## src/rtl/dvru_pkg.sv

```systemverilog
// shared types, constants and helpers for the distance-vector route update block
package dvru_pkg;

    // table geometry and cost limits
    localparam int TABLE_DEPTH = 32;
    localparam int COST_W      = 5;
    localparam int ADDR_W      = 32;
    localparam int SLOT_W      = 5;
    localparam int OUTCOME_W   = 3;
    localparam int CFG_IDX_W   = 2;

    localparam logic [COST_W-1:0] COST_LIMIT = 5'd15;
    localparam logic [COST_W-1:0] COST_CAP   = 5'd16;
    localparam logic [COST_W-1:0] COST_SELF  = 5'd1;

    // result outcome codes
    localparam logic [OUTCOME_W-1:0] OUT_INSERTED  = 3'd0;
    localparam logic [OUTCOME_W-1:0] OUT_UPDATED   = 3'd1;
    localparam logic [OUTCOME_W-1:0] OUT_UNCHANGED = 3'd2;
    localparam logic [OUTCOME_W-1:0] OUT_DROPPED   = 3'd3;
    localparam logic [OUTCOME_W-1:0] OUT_FULL      = 3'd4;

    // configuration register indexes
    localparam logic [CFG_IDX_W-1:0] CFG_RELAX_MODE = 2'd0;
    localparam logic [CFG_IDX_W-1:0] CFG_BLOCKED_A  = 2'd1;
    localparam logic [CFG_IDX_W-1:0] CFG_BLOCKED_B  = 2'd2;

    // one route table slot
    typedef struct packed {
        logic [ADDR_W-1:0] dest;
        logic [ADDR_W-1:0] next_hop;
        logic [ADDR_W-1:0] iface;
        logic [COST_W-1:0] cost;
    } t_entry;

    // one advertised route as held during the search
    typedef struct packed {
        logic [ADDR_W-1:0] neighbor_addr;
        logic [ADDR_W-1:0] receive_iface;
        logic [ADDR_W-1:0] adv_dest;
        logic [COST_W-1:0] adv_cost;
        logic [ADDR_W-1:0] adv_iface;
        logic              dest_is_local;
    } t_item;

    // one result item
    typedef struct packed {
        logic [OUTCOME_W-1:0] outcome;
        logic [SLOT_W-1:0]    entry_index;
        logic [COST_W-1:0]    entry_cost;
        logic [ADDR_W-1:0]    entry_next_hop;
    } t_result;

    // hop count plus one, saturating at the unreachable cost
    function automatic logic [COST_W-1:0] cost_plus_one(input logic [COST_W-1:0] cost);
        logic [COST_W-1:0] sum;
        sum = cost + 5'd1;
        return (cost >= COST_LIMIT) ? COST_CAP : sum;
    endfunction

endpackage

```

## src/rtl/dvru_route_if.sv

```systemverilog
// input channel carrying one advertised route per transfer
interface dvru_route_if;
    logic                           valid;
    logic                           ready;
    logic [dvru_pkg::ADDR_W-1:0]    neighbor_addr;
    logic [dvru_pkg::ADDR_W-1:0]    receive_iface;
    logic [dvru_pkg::ADDR_W-1:0]    adv_dest;
    logic [dvru_pkg::COST_W-1:0]    adv_cost;
    logic [dvru_pkg::ADDR_W-1:0]    adv_iface;
    logic                           dest_is_local;
    logic                           first_of_message;

    modport source (
        output valid, neighbor_addr, receive_iface, adv_dest, adv_cost, adv_iface,
               dest_is_local, first_of_message,
        input  ready
    );
    modport sink (
        input  valid, neighbor_addr, receive_iface, adv_dest, adv_cost, adv_iface,
               dest_is_local, first_of_message,
        output ready
    );
endinterface

```

## src/rtl/dvru_result_if.sv

```systemverilog
// output channel carrying one update result per transfer
interface dvru_result_if;
    logic                           valid;
    logic                           ready;
    logic [dvru_pkg::OUTCOME_W-1:0] outcome;
    logic [dvru_pkg::SLOT_W-1:0]    entry_index;
    logic [dvru_pkg::COST_W-1:0]    entry_cost;
    logic [dvru_pkg::ADDR_W-1:0]    entry_next_hop;

    modport source (
        output valid, outcome, entry_index, entry_cost, entry_next_hop,
        input  ready
    );
    modport sink (
        input  valid, outcome, entry_index, entry_cost, entry_next_hop,
        output ready
    );
endinterface

```

## src/rtl/dvru_cfg_if.sv

```systemverilog
// configuration write channel: register index and write data
interface dvru_cfg_if;
    logic                           valid;
    logic                           ready;
    logic [dvru_pkg::CFG_IDX_W-1:0] index;
    logic [dvru_pkg::ADDR_W-1:0]    data;

    modport source (
        output valid, index, data,
        input  ready
    );
    modport sink (
        input  valid, index, data,
        output ready
    );
endinterface

```

## src/rtl/distance_vector_route_update_top.sv

```systemverilog
// top level of the distance-vector route update block
//
// i_route takes one advertised route per transfer (valid/ready). The block
// searches its route table memory for the destination, one slot per cycle,
// then inserts, relaxes or overwrites the entry and offers one result on
// o_result. i_cfg writes relax_mode (index 0) and the two blocked neighbor
// addresses (indexes 1 and 2); it is always ready.
// One item at a time: i_route.ready is high only while the sequencer is idle.
// The scan steps through the slots below the route count in order, through
// the single read port of the table memory. An item that arrives while the
// drop flag is set, not first of its message, skips the scan and is dropped.
// i_route.ready returns as the result is loaded into the output register.
// The result sits in an output register; a new item is taken while it waits,
// and that item's result is held back until the receiver takes the old one.
// Synchronous reset clears the route count, the drop flag and the sequencer,
// and sets relax_mode to 1 and both blocked addresses to 0. Table contents
// are not cleared: only slots below the route count are ever read.
// Write and read of the table never overlap, since the write happens after
// the scan of the item has finished.
module distance_vector_route_update_top #(
    parameter int TABLE_DEPTH = dvru_pkg::TABLE_DEPTH
) (
    input  logic          i_clk,
    input  logic          i_rst_n,
    dvru_route_if.sink    i_route,
    dvru_result_if.source o_result,
    dvru_cfg_if.sink      i_cfg
);

    localparam int IDX_W = $clog2(TABLE_DEPTH);
    localparam int CNT_W = $clog2(TABLE_DEPTH + 1);

    // sequencer states
    localparam logic [1:0] S_IDLE = 2'd0;
    localparam logic [1:0] S_SCAN = 2'd1;
    localparam logic [1:0] S_MOD  = 2'd2;
    localparam logic [1:0] S_EMIT = 2'd3;

    logic [1:0]                   r_state;
    logic                         r_relax;
    logic [dvru_pkg::ADDR_W-1:0]  r_blk_a;
    logic [dvru_pkg::ADDR_W-1:0]  r_blk_b;
    logic [CNT_W-1:0]             r_count;
    logic                         r_drop;
    dvru_pkg::t_item              r_item;
    logic [CNT_W-1:0]             r_idx;
    logic                         r_cmp_v;
    logic [IDX_W-1:0]             r_cmp_idx;
    logic                         r_hit;
    logic [IDX_W-1:0]             r_slot;
    dvru_pkg::t_result            r_res;
    dvru_pkg::t_result            r_out;
    logic                         r_out_v;

    logic                         w_in_xfer;
    logic                         w_out_xfer;
    logic                         w_cfg_xfer;
    logic                         w_hit;
    logic                         w_more;
    logic                         w_rd_en;
    dvru_pkg::t_entry             w_rd;
    logic                         w_write;
    dvru_pkg::t_entry             w_wr_data;
    dvru_pkg::t_result            w_res;
    logic                         w_set_drop;
    logic                         w_inc_count;
    logic [dvru_pkg::COST_W-1:0]  w_cost;
    logic [dvru_pkg::ADDR_W-1:0]  w_hop;
    logic                         w_full;
    logic                         w_blocked;

    // handshakes
    assign i_route.ready = (r_state == S_IDLE);
    assign i_cfg.ready   = 1'b1;
    assign w_in_xfer     = i_route.valid && i_route.ready;
    assign w_out_xfer    = o_result.valid && o_result.ready;
    assign w_cfg_xfer    = i_cfg.valid && i_cfg.ready;

    // configuration registers
    always_ff @(posedge i_clk) begin
        if (!i_rst_n) begin
            r_relax <= 1'b1;
            r_blk_a <= '0;
            r_blk_b <= '0;
        end else if (w_cfg_xfer) begin
            unique case (i_cfg.index)
                dvru_pkg::CFG_RELAX_MODE: r_relax <= i_cfg.data[0];
                dvru_pkg::CFG_BLOCKED_A:  r_blk_a <= i_cfg.data;
                dvru_pkg::CFG_BLOCKED_B:  r_blk_b <= i_cfg.data;
                default: ;
            endcase
        end
    end

    // scan: compare the slot read last cycle, issue the next read unless it matched
    assign w_hit   = (r_state == S_SCAN) && r_cmp_v && (w_rd.dest == r_item.adv_dest);
    assign w_more  = (r_idx < r_count);
    assign w_rd_en = (r_state == S_SCAN) && !w_hit && w_more;

    dvru_table #(
        .TABLE_DEPTH (TABLE_DEPTH)
    ) u_table (
        .i_clk     (i_clk),
        .i_rd_en   (w_rd_en),
        .i_rd_addr (r_idx[IDX_W-1:0]),
        .o_rd_data (w_rd),
        .i_wr_en   (w_write),
        .i_wr_addr (r_slot),
        .i_wr_data (w_wr_data)
    );

    // modify step: new entry contents and the result
    assign w_cost    = dvru_pkg::cost_plus_one(r_item.adv_cost);
    assign w_hop     = (w_cost < dvru_pkg::COST_CAP) ? r_item.adv_iface : w_rd.next_hop;
    assign w_full    = (r_count == CNT_W'(TABLE_DEPTH));
    assign w_blocked = (r_item.neighbor_addr == r_blk_a) ||
                       (r_item.neighbor_addr == r_blk_b);

    always_comb begin
        logic wr;
        wr          = 1'b0;
        w_wr_data   = w_rd;
        w_res       = '0;
        w_set_drop  = 1'b0;
        w_inc_count = 1'b0;
        w_res.entry_index    = dvru_pkg::SLOT_W'(r_slot);
        w_res.entry_cost     = w_rd.cost;
        w_res.entry_next_hop = w_rd.next_hop;
        priority if (!r_hit) begin
            if (w_full) begin
                w_res         = '0;
                w_res.outcome = dvru_pkg::OUT_FULL;
            end else begin
                wr                 = 1'b1;
                w_inc_count        = 1'b1;
                w_wr_data.dest     = r_item.adv_dest;
                w_wr_data.next_hop = r_item.neighbor_addr;
                w_wr_data.iface    = r_item.receive_iface;
                w_wr_data.cost     = (r_item.neighbor_addr == r_item.adv_dest)
                                   ? dvru_pkg::COST_SELF : w_cost;
                w_res.outcome        = dvru_pkg::OUT_INSERTED;
                w_res.entry_cost     = w_wr_data.cost;
                w_res.entry_next_hop = w_wr_data.next_hop;
            end
        end else if (r_relax) begin
            if (w_cost < w_rd.cost) begin
                wr                 = 1'b1;
                w_wr_data.cost     = w_cost;
                w_wr_data.next_hop = r_item.neighbor_addr;
                w_wr_data.iface    = r_item.receive_iface;
                w_res.outcome        = dvru_pkg::OUT_UPDATED;
                w_res.entry_cost     = w_cost;
                w_res.entry_next_hop = r_item.neighbor_addr;
            end else begin
                w_res.outcome = dvru_pkg::OUT_UNCHANGED;
            end
        end else if (w_blocked) begin
            w_set_drop    = 1'b1;
            w_res         = '0;
            w_res.outcome = dvru_pkg::OUT_DROPPED;
        end else if (r_item.dest_is_local) begin
            w_res.outcome = dvru_pkg::OUT_UNCHANGED;
        end else begin
            wr                 = 1'b1;
            w_wr_data.cost     = w_cost;
            w_wr_data.next_hop = w_hop;
            w_res.outcome      = ((w_cost != w_rd.cost) || (w_hop != w_rd.next_hop))
                               ? dvru_pkg::OUT_UPDATED : dvru_pkg::OUT_UNCHANGED;
            w_res.entry_cost     = w_cost;
            w_res.entry_next_hop = w_hop;
        end
        w_write = wr && (r_state == S_MOD);
    end

    // sequencer and control state
    always_ff @(posedge i_clk) begin
        if (!i_rst_n) begin
            r_state <= S_IDLE;
            r_count <= '0;
            r_drop  <= 1'b0;
            r_cmp_v <= 1'b0;
        end else begin
            unique case (r_state)
                S_IDLE: begin
                    if (w_in_xfer) begin
                        r_idx   <= '0;
                        r_cmp_v <= 1'b0;
                        if (i_route.first_of_message) begin
                            r_drop <= 1'b0;
                        end
                        if (r_drop && !i_route.first_of_message) begin
                            r_res   <= '{outcome: dvru_pkg::OUT_DROPPED, default: '0};
                            r_state <= S_EMIT;
                        end else begin
                            r_state <= S_SCAN;
                        end
                    end
                end
                S_SCAN: begin
                    priority if (w_hit) begin
                        r_hit   <= 1'b1;
                        r_slot  <= r_cmp_idx;
                        r_state <= S_MOD;
                    end else if (w_more) begin
                        r_cmp_v   <= 1'b1;
                        r_cmp_idx <= r_idx[IDX_W-1:0];
                        r_idx     <= r_idx + CNT_W'(1);
                    end else begin
                        r_hit   <= 1'b0;
                        r_slot  <= r_count[IDX_W-1:0];
                        r_state <= S_MOD;
                    end
                end
                S_MOD: begin
                    r_res   <= w_res;
                    r_state <= S_EMIT;
                    if (w_set_drop) begin
                        r_drop <= 1'b1;
                    end
                    if (w_inc_count) begin
                        r_count <= r_count + CNT_W'(1);
                    end
                end
                S_EMIT: begin
                    if (!r_out_v || w_out_xfer) begin
                        r_state <= S_IDLE;
                    end
                end
                default: r_state <= S_IDLE;
            endcase
        end
    end

    // item latch
    always_ff @(posedge i_clk) begin
        if (w_in_xfer) begin
            r_item.neighbor_addr <= i_route.neighbor_addr;
            r_item.receive_iface <= i_route.receive_iface;
            r_item.adv_dest      <= i_route.adv_dest;
            r_item.adv_cost      <= i_route.adv_cost;
            r_item.adv_iface     <= i_route.adv_iface;
            r_item.dest_is_local <= i_route.dest_is_local;
        end
    end

    // output register
    always_ff @(posedge i_clk) begin
        if (!i_rst_n) begin
            r_out_v <= 1'b0;
        end else if ((r_state == S_EMIT) && (!r_out_v || w_out_xfer)) begin
            r_out_v <= 1'b1;
        end else if (w_out_xfer) begin
            r_out_v <= 1'b0;
        end
    end

    always_ff @(posedge i_clk) begin
        if ((r_state == S_EMIT) && (!r_out_v || w_out_xfer)) begin
            r_out <= r_res;
        end
    end

    assign o_result.valid          = r_out_v;
    assign o_result.outcome        = r_out.outcome;
    assign o_result.entry_index    = r_out.entry_index;
    assign o_result.entry_cost     = r_out.entry_cost;
    assign o_result.entry_next_hop = r_out.entry_next_hop;

endmodule

```

## src/rtl/dvru_table.sv

```systemverilog
// route table memory: one write port, one read port with registered read data
module dvru_table #(
    parameter int TABLE_DEPTH = dvru_pkg::TABLE_DEPTH
) (
    input  logic                           i_clk,
    input  logic                           i_rd_en,
    input  logic [$clog2(TABLE_DEPTH)-1:0] i_rd_addr,
    output dvru_pkg::t_entry               o_rd_data,
    input  logic                           i_wr_en,
    input  logic [$clog2(TABLE_DEPTH)-1:0] i_wr_addr,
    input  dvru_pkg::t_entry               i_wr_data
);

    dvru_pkg::t_entry r_mem [TABLE_DEPTH];
    dvru_pkg::t_entry r_rd_data;

    // write port
    always_ff @(posedge i_clk) begin
        if (i_wr_en) begin
            r_mem[i_wr_addr] <= i_wr_data;
        end
    end

    // read port, data holds while no read is issued
    always_ff @(posedge i_clk) begin
        if (i_rd_en) begin
            r_rd_data <= r_mem[i_rd_addr];
        end
    end

    assign o_rd_data = r_rd_data;

endmodule

```

## src/flat_wrapper.sv

```systemverilog
// flat-port wrapper written by rule: the top's interface ports become plain ports
module distance_vector_route_update_top_flat 
#(
    parameter int TABLE_DEPTH = dvru_pkg::TABLE_DEPTH
)
  (i_clk, i_rst_n, i_route_valid, i_route_neighbor_addr, i_route_receive_iface, i_route_adv_dest, i_route_adv_cost, i_route_adv_iface, i_route_dest_is_local, i_route_first_of_message, i_route_ready, o_result_valid, o_result_outcome, o_result_entry_index, o_result_entry_cost, o_result_entry_next_hop, o_result_ready, i_cfg_valid, i_cfg_index, i_cfg_data, i_cfg_ready);
  dvru_route_if i_route_i ();
  dvru_result_if o_result_i ();
  dvru_cfg_if i_cfg_i ();
  input  logic i_clk;
  input  logic i_rst_n;
  input wire logic [$bits(i_route_i.valid)-1:0] i_route_valid;
  input wire logic [$bits(i_route_i.neighbor_addr)-1:0] i_route_neighbor_addr;
  input wire logic [$bits(i_route_i.receive_iface)-1:0] i_route_receive_iface;
  input wire logic [$bits(i_route_i.adv_dest)-1:0] i_route_adv_dest;
  input wire logic [$bits(i_route_i.adv_cost)-1:0] i_route_adv_cost;
  input wire logic [$bits(i_route_i.adv_iface)-1:0] i_route_adv_iface;
  input wire logic [$bits(i_route_i.dest_is_local)-1:0] i_route_dest_is_local;
  input wire logic [$bits(i_route_i.first_of_message)-1:0] i_route_first_of_message;
  output wire logic [$bits(i_route_i.ready)-1:0] i_route_ready;
  output wire logic [$bits(o_result_i.valid)-1:0] o_result_valid;
  output wire logic [$bits(o_result_i.outcome)-1:0] o_result_outcome;
  output wire logic [$bits(o_result_i.entry_index)-1:0] o_result_entry_index;
  output wire logic [$bits(o_result_i.entry_cost)-1:0] o_result_entry_cost;
  output wire logic [$bits(o_result_i.entry_next_hop)-1:0] o_result_entry_next_hop;
  input wire logic [$bits(o_result_i.ready)-1:0] o_result_ready;
  input wire logic [$bits(i_cfg_i.valid)-1:0] i_cfg_valid;
  input wire logic [$bits(i_cfg_i.index)-1:0] i_cfg_index;
  input wire logic [$bits(i_cfg_i.data)-1:0] i_cfg_data;
  output wire logic [$bits(i_cfg_i.ready)-1:0] i_cfg_ready;
  assign i_route_i.valid = i_route_valid;
  assign i_route_i.neighbor_addr = i_route_neighbor_addr;
  assign i_route_i.receive_iface = i_route_receive_iface;
  assign i_route_i.adv_dest = i_route_adv_dest;
  assign i_route_i.adv_cost = i_route_adv_cost;
  assign i_route_i.adv_iface = i_route_adv_iface;
  assign i_route_i.dest_is_local = i_route_dest_is_local;
  assign i_route_i.first_of_message = i_route_first_of_message;
  assign i_route_ready = i_route_i.ready;
  assign o_result_valid = o_result_i.valid;
  assign o_result_outcome = o_result_i.outcome;
  assign o_result_entry_index = o_result_i.entry_index;
  assign o_result_entry_cost = o_result_i.entry_cost;
  assign o_result_entry_next_hop = o_result_i.entry_next_hop;
  assign o_result_i.ready = o_result_ready;
  assign i_cfg_i.valid = i_cfg_valid;
  assign i_cfg_i.index = i_cfg_index;
  assign i_cfg_i.data = i_cfg_data;
  assign i_cfg_ready = i_cfg_i.ready;
  distance_vector_route_update_top #(.TABLE_DEPTH(TABLE_DEPTH)) u_core (.i_clk(i_clk), .i_rst_n(i_rst_n), .i_route(i_route_i), .o_result(o_result_i), .i_cfg(i_cfg_i));
endmodule
```

## config.mk

```make
export PLATFORM = sky130hd
export DESIGN_NAME = distance_vector_route_update_top_flat
export DESIGN_NICKNAME = d
export VERILOG_FILES = /design/src/rtl/dvru_pkg.sv /design/src/rtl/dvru_route_if.sv /design/src/rtl/dvru_result_if.sv /design/src/rtl/dvru_cfg_if.sv /design/src/rtl/distance_vector_route_update_top.sv /design/src/rtl/dvru_table.sv /design/src/flat_wrapper.sv
export SDC_FILE = /design/constraint.sdc
export NUM_CORES = 2
export LEC_CHECK = 0
export BUFFER_PORTS_ARGS = -buffer_cell sky130_fd_sc_hd__buf_2
export CAP_MARGIN = 20
export CORE_ASPECT_RATIO = 0.5
export CORE_MARGIN = 2
export CORE_UTILIZATION = 45
export CTS_CLUSTER_DIAMETER = 120
export DETAILED_ROUTE_END_ITERATION = 16
export GPL_TIMING_DRIVEN = 0
export PLACE_DENSITY = 0.62
export SYNTH_ARGS = -nofsm -noshare
export SYNTH_HDL_FRONTEND = slang
export SYNTH_HIERARCHICAL = 1
export SYNTH_SLANG_ARGS = --single-unit
```

## constraint.sdc

```tcl
create_clock -name i_clk -period 18.9 [get_ports i_clk]
set_input_delay 1.89 -clock i_clk [delete_from_list [all_inputs] [get_ports i_clk]]
set_output_delay 1.89 -clock i_clk [all_outputs]
set_load 0.1 [all_outputs]
```

---- Word level (Yosys, flattened, before mapping) ----
Memories as Yosys holds them, arrays and structs flattened. A register that Yosys moved wholly into a read port is not among the register bits.
Cells that the tools add are included.
cells by class
  add/sub/neg operators ................... 3
  magnitude comparators ................... 4
  eq/ne operators ......................... 21
  multiplexer cells ....................... 67
  bitwise operators ....................... 1
  reductions and logical operators ........ 31
operators with widths
  operator                                                          count
  32-bit two-way mux                                                6
  37-bit two-way mux                                                5
  69-bit two-way mux                                                2
  45-bit two-way mux                                                3
  32-bit equality test                                              4
  101-bit two-way mux                                               1
  45-bit case mux with 2 select lines                               1
  5-bit two-way mux                                                 10
  32-bit != test                                                    1
  1-bit two-way mux                                                 21
  6-bit two-way mux                                                 3
  4-bit AND reduction                                               4
  2-bit two-way mux                                                 7
  6-bit by 1-bit adder with 6-bit output (second input constant)    2
  3-bit two-way mux                                                 4
  6-bit case mux with 2 select lines                                1
  1-bit logical AND                                                 9
  2-bit by 1-bit != test with 1-bit output (second input constant)  4
  2-bit != test (second input constant)                             4
  2-bit case mux with 4 select lines                                1
  2-bit AND reduction                                               4
  2-bit equality test (second input constant)                       3
  6-bit equality test (second input constant)                       1
  6-bit < comparator                                                1
  15 further kinds                                                  25
word-level totals
  flip-flop bits (word level) ............. 317
  bits in writable memories ............... 3232
  input bits .............................. 174
  output and inout bits ................... 48
  logic and storage cells ................. 154
  memories ................................ 1
memory list
  name                  depth  width  rd ports  clocked after memory_dff  wr ports  RTL line          source
  u_core.u_table.r_mem  32     101    1         1                         1         dvru_table.sv:14  dvru_pkg::t_entry r_mem [TABLE_DEPTH];

---- Longest topological paths before layout ----
  word-level depth ........................ 12
  depth in mapped cells ................... 16
  gate-level depth less buffers ........... 15

---- Modules after synthesis ----
The synthesis kept the hierarchy.
by module, submodules not included
  module                            instances  cells an instance  area each (um2)
  dvru_table                        1          5880               125741.8
  distance_vector_route_update_top  1          1346               15135.8

---- Worst setup path before layout ----
Ideal clock, no wire load.
  path kind ............................... reg2reg
  start point ............................. reg u_core/r_item[33] in the netlist's numbering
  end point ............................... mem u_core/u_table/r_mem[28][0] in the netlist's numbering (enable)
  arrival ................................. 7.537 ns
  data required time ...................... 18.338 ns
  setup slack ............................. 10.801 ns
  stages on the path, launching flop included .. 17
  buffers on the path ..................... 1
  clock period less this slack ............ 8.099 ns
  path through ............................ edfxtp_1 -> ha_1 -> and3_1 -> ha_1 -> a211oi_2 -> nand2_1 -> inv_1 -> ha_1 -> nor2b_1 -> o211ai_1 -> a31oi_1 -> o21ai_0 -> o21ai_1 -> nor2_1 -> or3b_2 -> clkbuf_1 -> nor2_1
between the ends
  cells in the longest elaborated chain, start to end .. 9
  elaborated cells between the ends (all ways) .. 10
  classes of those cells .................. 1 x add/sub; 2 x order compare; 6 x mux; 1 x reduce/logical
ends and longest elaborated chain
  item                                                                                                                    RTL line                                 source
  start: declaration                                                                                                      distance_vector_route_update_top.sv:45   dvru_pkg::t_item r_item;
  5-bit by 1-bit adder with 5-bit output or 5-bit by 4-bit greater-or-equal comparator with 1-bit output (tied branches)  dvru_pkg.sv:57, dvru_pkg.sv:58
  5-bit two-way mux *                                                                                                     dvru_pkg.sv:58                           return (cost >= COST_LIMIT) ? COST_CAP : sum;
  5-bit < comparator *                                                                                                    distance_vector_route_update_top.sv:146  if (w_cost < w_rd.cost) begin
  1-bit two-way mux *                                                                                                     distance_vector_route_update_top.sv:146
  1-bit two-way mux *                                                                                                     distance_vector_route_update_top.sv:145  end else if (r_relax) begin
  1-bit two-way mux *                                                                                                     distance_vector_route_update_top.sv:129  priority if (!r_hit) begin
  1-bit logical AND *                                                                                                     distance_vector_route_update_top.sv:172  w_write = wr && (r_state == S_MOD);
  via u_core.w_write                                                                                                      distance_vector_route_update_top.sv:62   logic w_write;
  1-bit two-way mux *                                                                                                     dvru_table.sv:19                         if (i_wr_en) begin
  1-bit two-way mux (not written as such) *                                                                               dvru_table.sv:20                         r_mem[i_wr_addr] <= i_wr_data;
  end: declaration                                                                                                        dvru_table.sv:14
The timed path passes the listed nets; every way through them passes the cells marked *.

---- Worst setup path after layout ----
  start point ............................. reg u_core/r_item[33] in the netlist's numbering
  end point ............................... mem u_core/u_table/r_mem[20][42] in the netlist's numbering (enable)
Same word-level chain as after synthesis.

==> impl_metrics.tcl <==
set metrics [dict create \
    worst_slew_pin_slew_ns 1.301 \
    core_area_sq_mm 0.2213 \
    drtIter0Drc 7735 \
    clock_path_buffers 4 \
    peakVddDrop_mv 0.07415 \
    holdBufCountCts 0 \
    ios 222 \
    root_buffer "clkbuf_16" \
    routed_wl_um 303700 \
    syn_nets 5533 \
    cp.depth 17 \
    num_rows 122 \
    final_max_slew_viol_count 0 \
    grt-ovfl-total 0 \
    grt_pass1_vias 54250 \
    critPathTopFamily "simple AND/OR/NAND/NOR gates" \
    cts_tree "done" \
    antenna_left 0 \
    cts_resized 0 \
    fin_nets 6104 \
    first_pass_iters 7 \
    nFillCells 17350 \
    final_util 0.5223 \
    holdWs_ns 0.4168 \
    start_kind "flop" \
    r2r_cells 17 \
    final.setup.tns_ns 0 \
    status "finished, final reports clean" \
    die_w_um 671.5 \
    maxCapViolCount 0 \
    p_total_mw 14.99 \
    finClkSkew_ns 0.06139 \
    crit_required_ns 19.46 \
    route.vias.total 55370 \
    min_period_over_period 0.3245 \
    drive_above_1_share 0.1992 \
    max_freq_mhz 163.0 \
    r2r_start "u_core/r_item[33]" \
    multi_input_area_sq_mm 0.02250 \
    dieHeight_um 337.8 \
    critPathMaxStageDelay_ns 0.86 \
    grt_first_pass_wirelength_um 417600 \
    wl_per_cell_um 33.45 \
    r2r_setup_slack_ns 12.77 \
    busiest_layer "met2" \
    critical_path_class "reg2reg" \
    post-route-drc-count 0 \
    met2_usage 0.4172 \
    critPathCaptureType "flop" \
    crit_top_cell "ha_1" \
    min_from "u_core/r_res[1]" \
    finalHoldViolations 0 \
    path_buf_inv 4 \
    insertion_delay_ns 0.88 \
    syn2layout_area_growth_pct 15.30 \
    grt_util_all_layers 0.2629 \
    maxSlewHeadroom 0.1324 \
    yosys_warnings 6 \
    cts-htree-levels 4 \
    clkSlewWorstSetupHoldPaths_ns 0.07 \
    cts_buffers 228 \
    slowest_stage "nor2_4" \
    finalSetupViolCount 0 \
    cts.sinks 2562 \
    crit_chain "ha_1 > and3_1 > ha_1 > a211oi_2 > o21ai_0 > inv_1 > ha_1 > o211ai_1 > a31oi_1 > o21ai_0 > o21ai_1 > nor2_1 > or3b_2 > clkbuf_1 > nor2_4 > buf_12 > buf_16" \
    post-dp-hpwl_um 215700 \
    worstHoldPathCells 0 \
    crit_start "u_core/r_item[33]" \
    netlist_area_sq_mm 0.1003 \
    critPathMaxFanout 20 \
    p_per_area_mw_per_mm2 129.7 \
    worstPathArrival_ns 6.70 \
    grt_max_degree 61 \
    register_area_sq_mm 0.07617 \
    grtUsageMet3 0.05560 \
    antenna_found_initial 24 \
    dieArea_sq_mm 0.2268 \
    avgSynthCellArea_sq_um 18.78 \
    initial_utilization 0.4530 \
    gp_congestion 0.9334 \
    viasPerCell 6.100 \
    synthCells 5340 \
    grtUsageMet1 0.3523 \
    post_cts_buffers 0 \
    grt_setup_unrepaired "no" \
    hold_class "reg2reg" \
    min_period_ns 6.134 \
    port_buffers 187 \
    p_leak_nw 38.13 \
]
## registers in the layout (all words and copies together) (netlist names), 6 cells and up
signal	cells
u_core/u_table/r_mem	2208
u_core/r_item	102
u_core/u_table/o_rd_data	69
u_core/r_res	45
u_core/o_result.entry_next_hop	32
u_core/r_blk_a	32
u_core/r_blk_b	32
u_core/r_count	6
u_core/r_idx	6
## layout make-up
cell class / count / area share
Antenna cell: 12 / 0.0002598
Buffer: 374 / 0.01618
Clock buffer: 287 / 0.05256
Clock inverter: 121 / 0.009568
Inverter: 24 / 0.0008009
Multi-Input combinational cell: 2380 / 0.1947
Sequential cell: 2562 / 0.6589
Tap cell: 2976 / 0.03221
Timing Repair Buffer: 341 / 0.03483
## worst register-to-register path: stages (launching register included)
cell,delay [ns]
edfxtp_1,0.41
ha_1,0.24
and3_1,0.19
ha_1,0.21
a211oi_2,0.36
o21ai_0,0.30
inv_1,0.16
ha_1,0.27
o211ai_1,0.09
a31oi_1,0.26
o21ai_0,0.39
o21ai_1,0.29
nor2_1,0.36
or3b_2,0.49
clkbuf_1,0.42
nor2_4,0.87
buf_12,0.31
buf_16,0.21
## metal layers
layer,share of wire,vias to the layer above
li1,-,22710
met1,0.39,28940
met5,0.00075,-
met4,0.050,6
met3,0.10,584
met2,0.46,3127
## power breakdown
group / total (mW) / internal, mW / switching, mW
Combinational: 3.38 / 1.06 / 2.31
Sequential: 7.03 / 6.84 / 0.191
Clock: 4.59 / 2.55 / 2.04
## worst paths after layout
path / endpoint
worst max-delay path: u_core/u_table/r_mem[20][42]
worst min-delay path: u_core/o_result.entry_next_hop[1]
worst max register to register: u_core/u_table/r_mem[20][42]
worst min register to register: u_core/o_result.entry_next_hop[1]
## through the flow
stage	instance area [sq um]	instances	setup WS, ns
floorplan	100300	5340	12.19
global placement	104900	8503	6.825
detailed placement	108200	8648	12.93
CTS	115300	9056	12.89
global route	115600	9070	12.52
finish	115600	9077	12.77
## cells in the final DEF, fill, tap and decap left out, types with 86 or more instances in the layout
cell type / instances
clkbuf_1: 234
nand3_1: 140
mux2i_1: 554
buf_2: 302
a22oi_1: 382
xor2_1: 115
clkbuf_16: 235
edfxtp_1: 2486
buf_12: 86
nand2_1: 208
mux4_2: 281
Power figures use the tool's default switching activity.
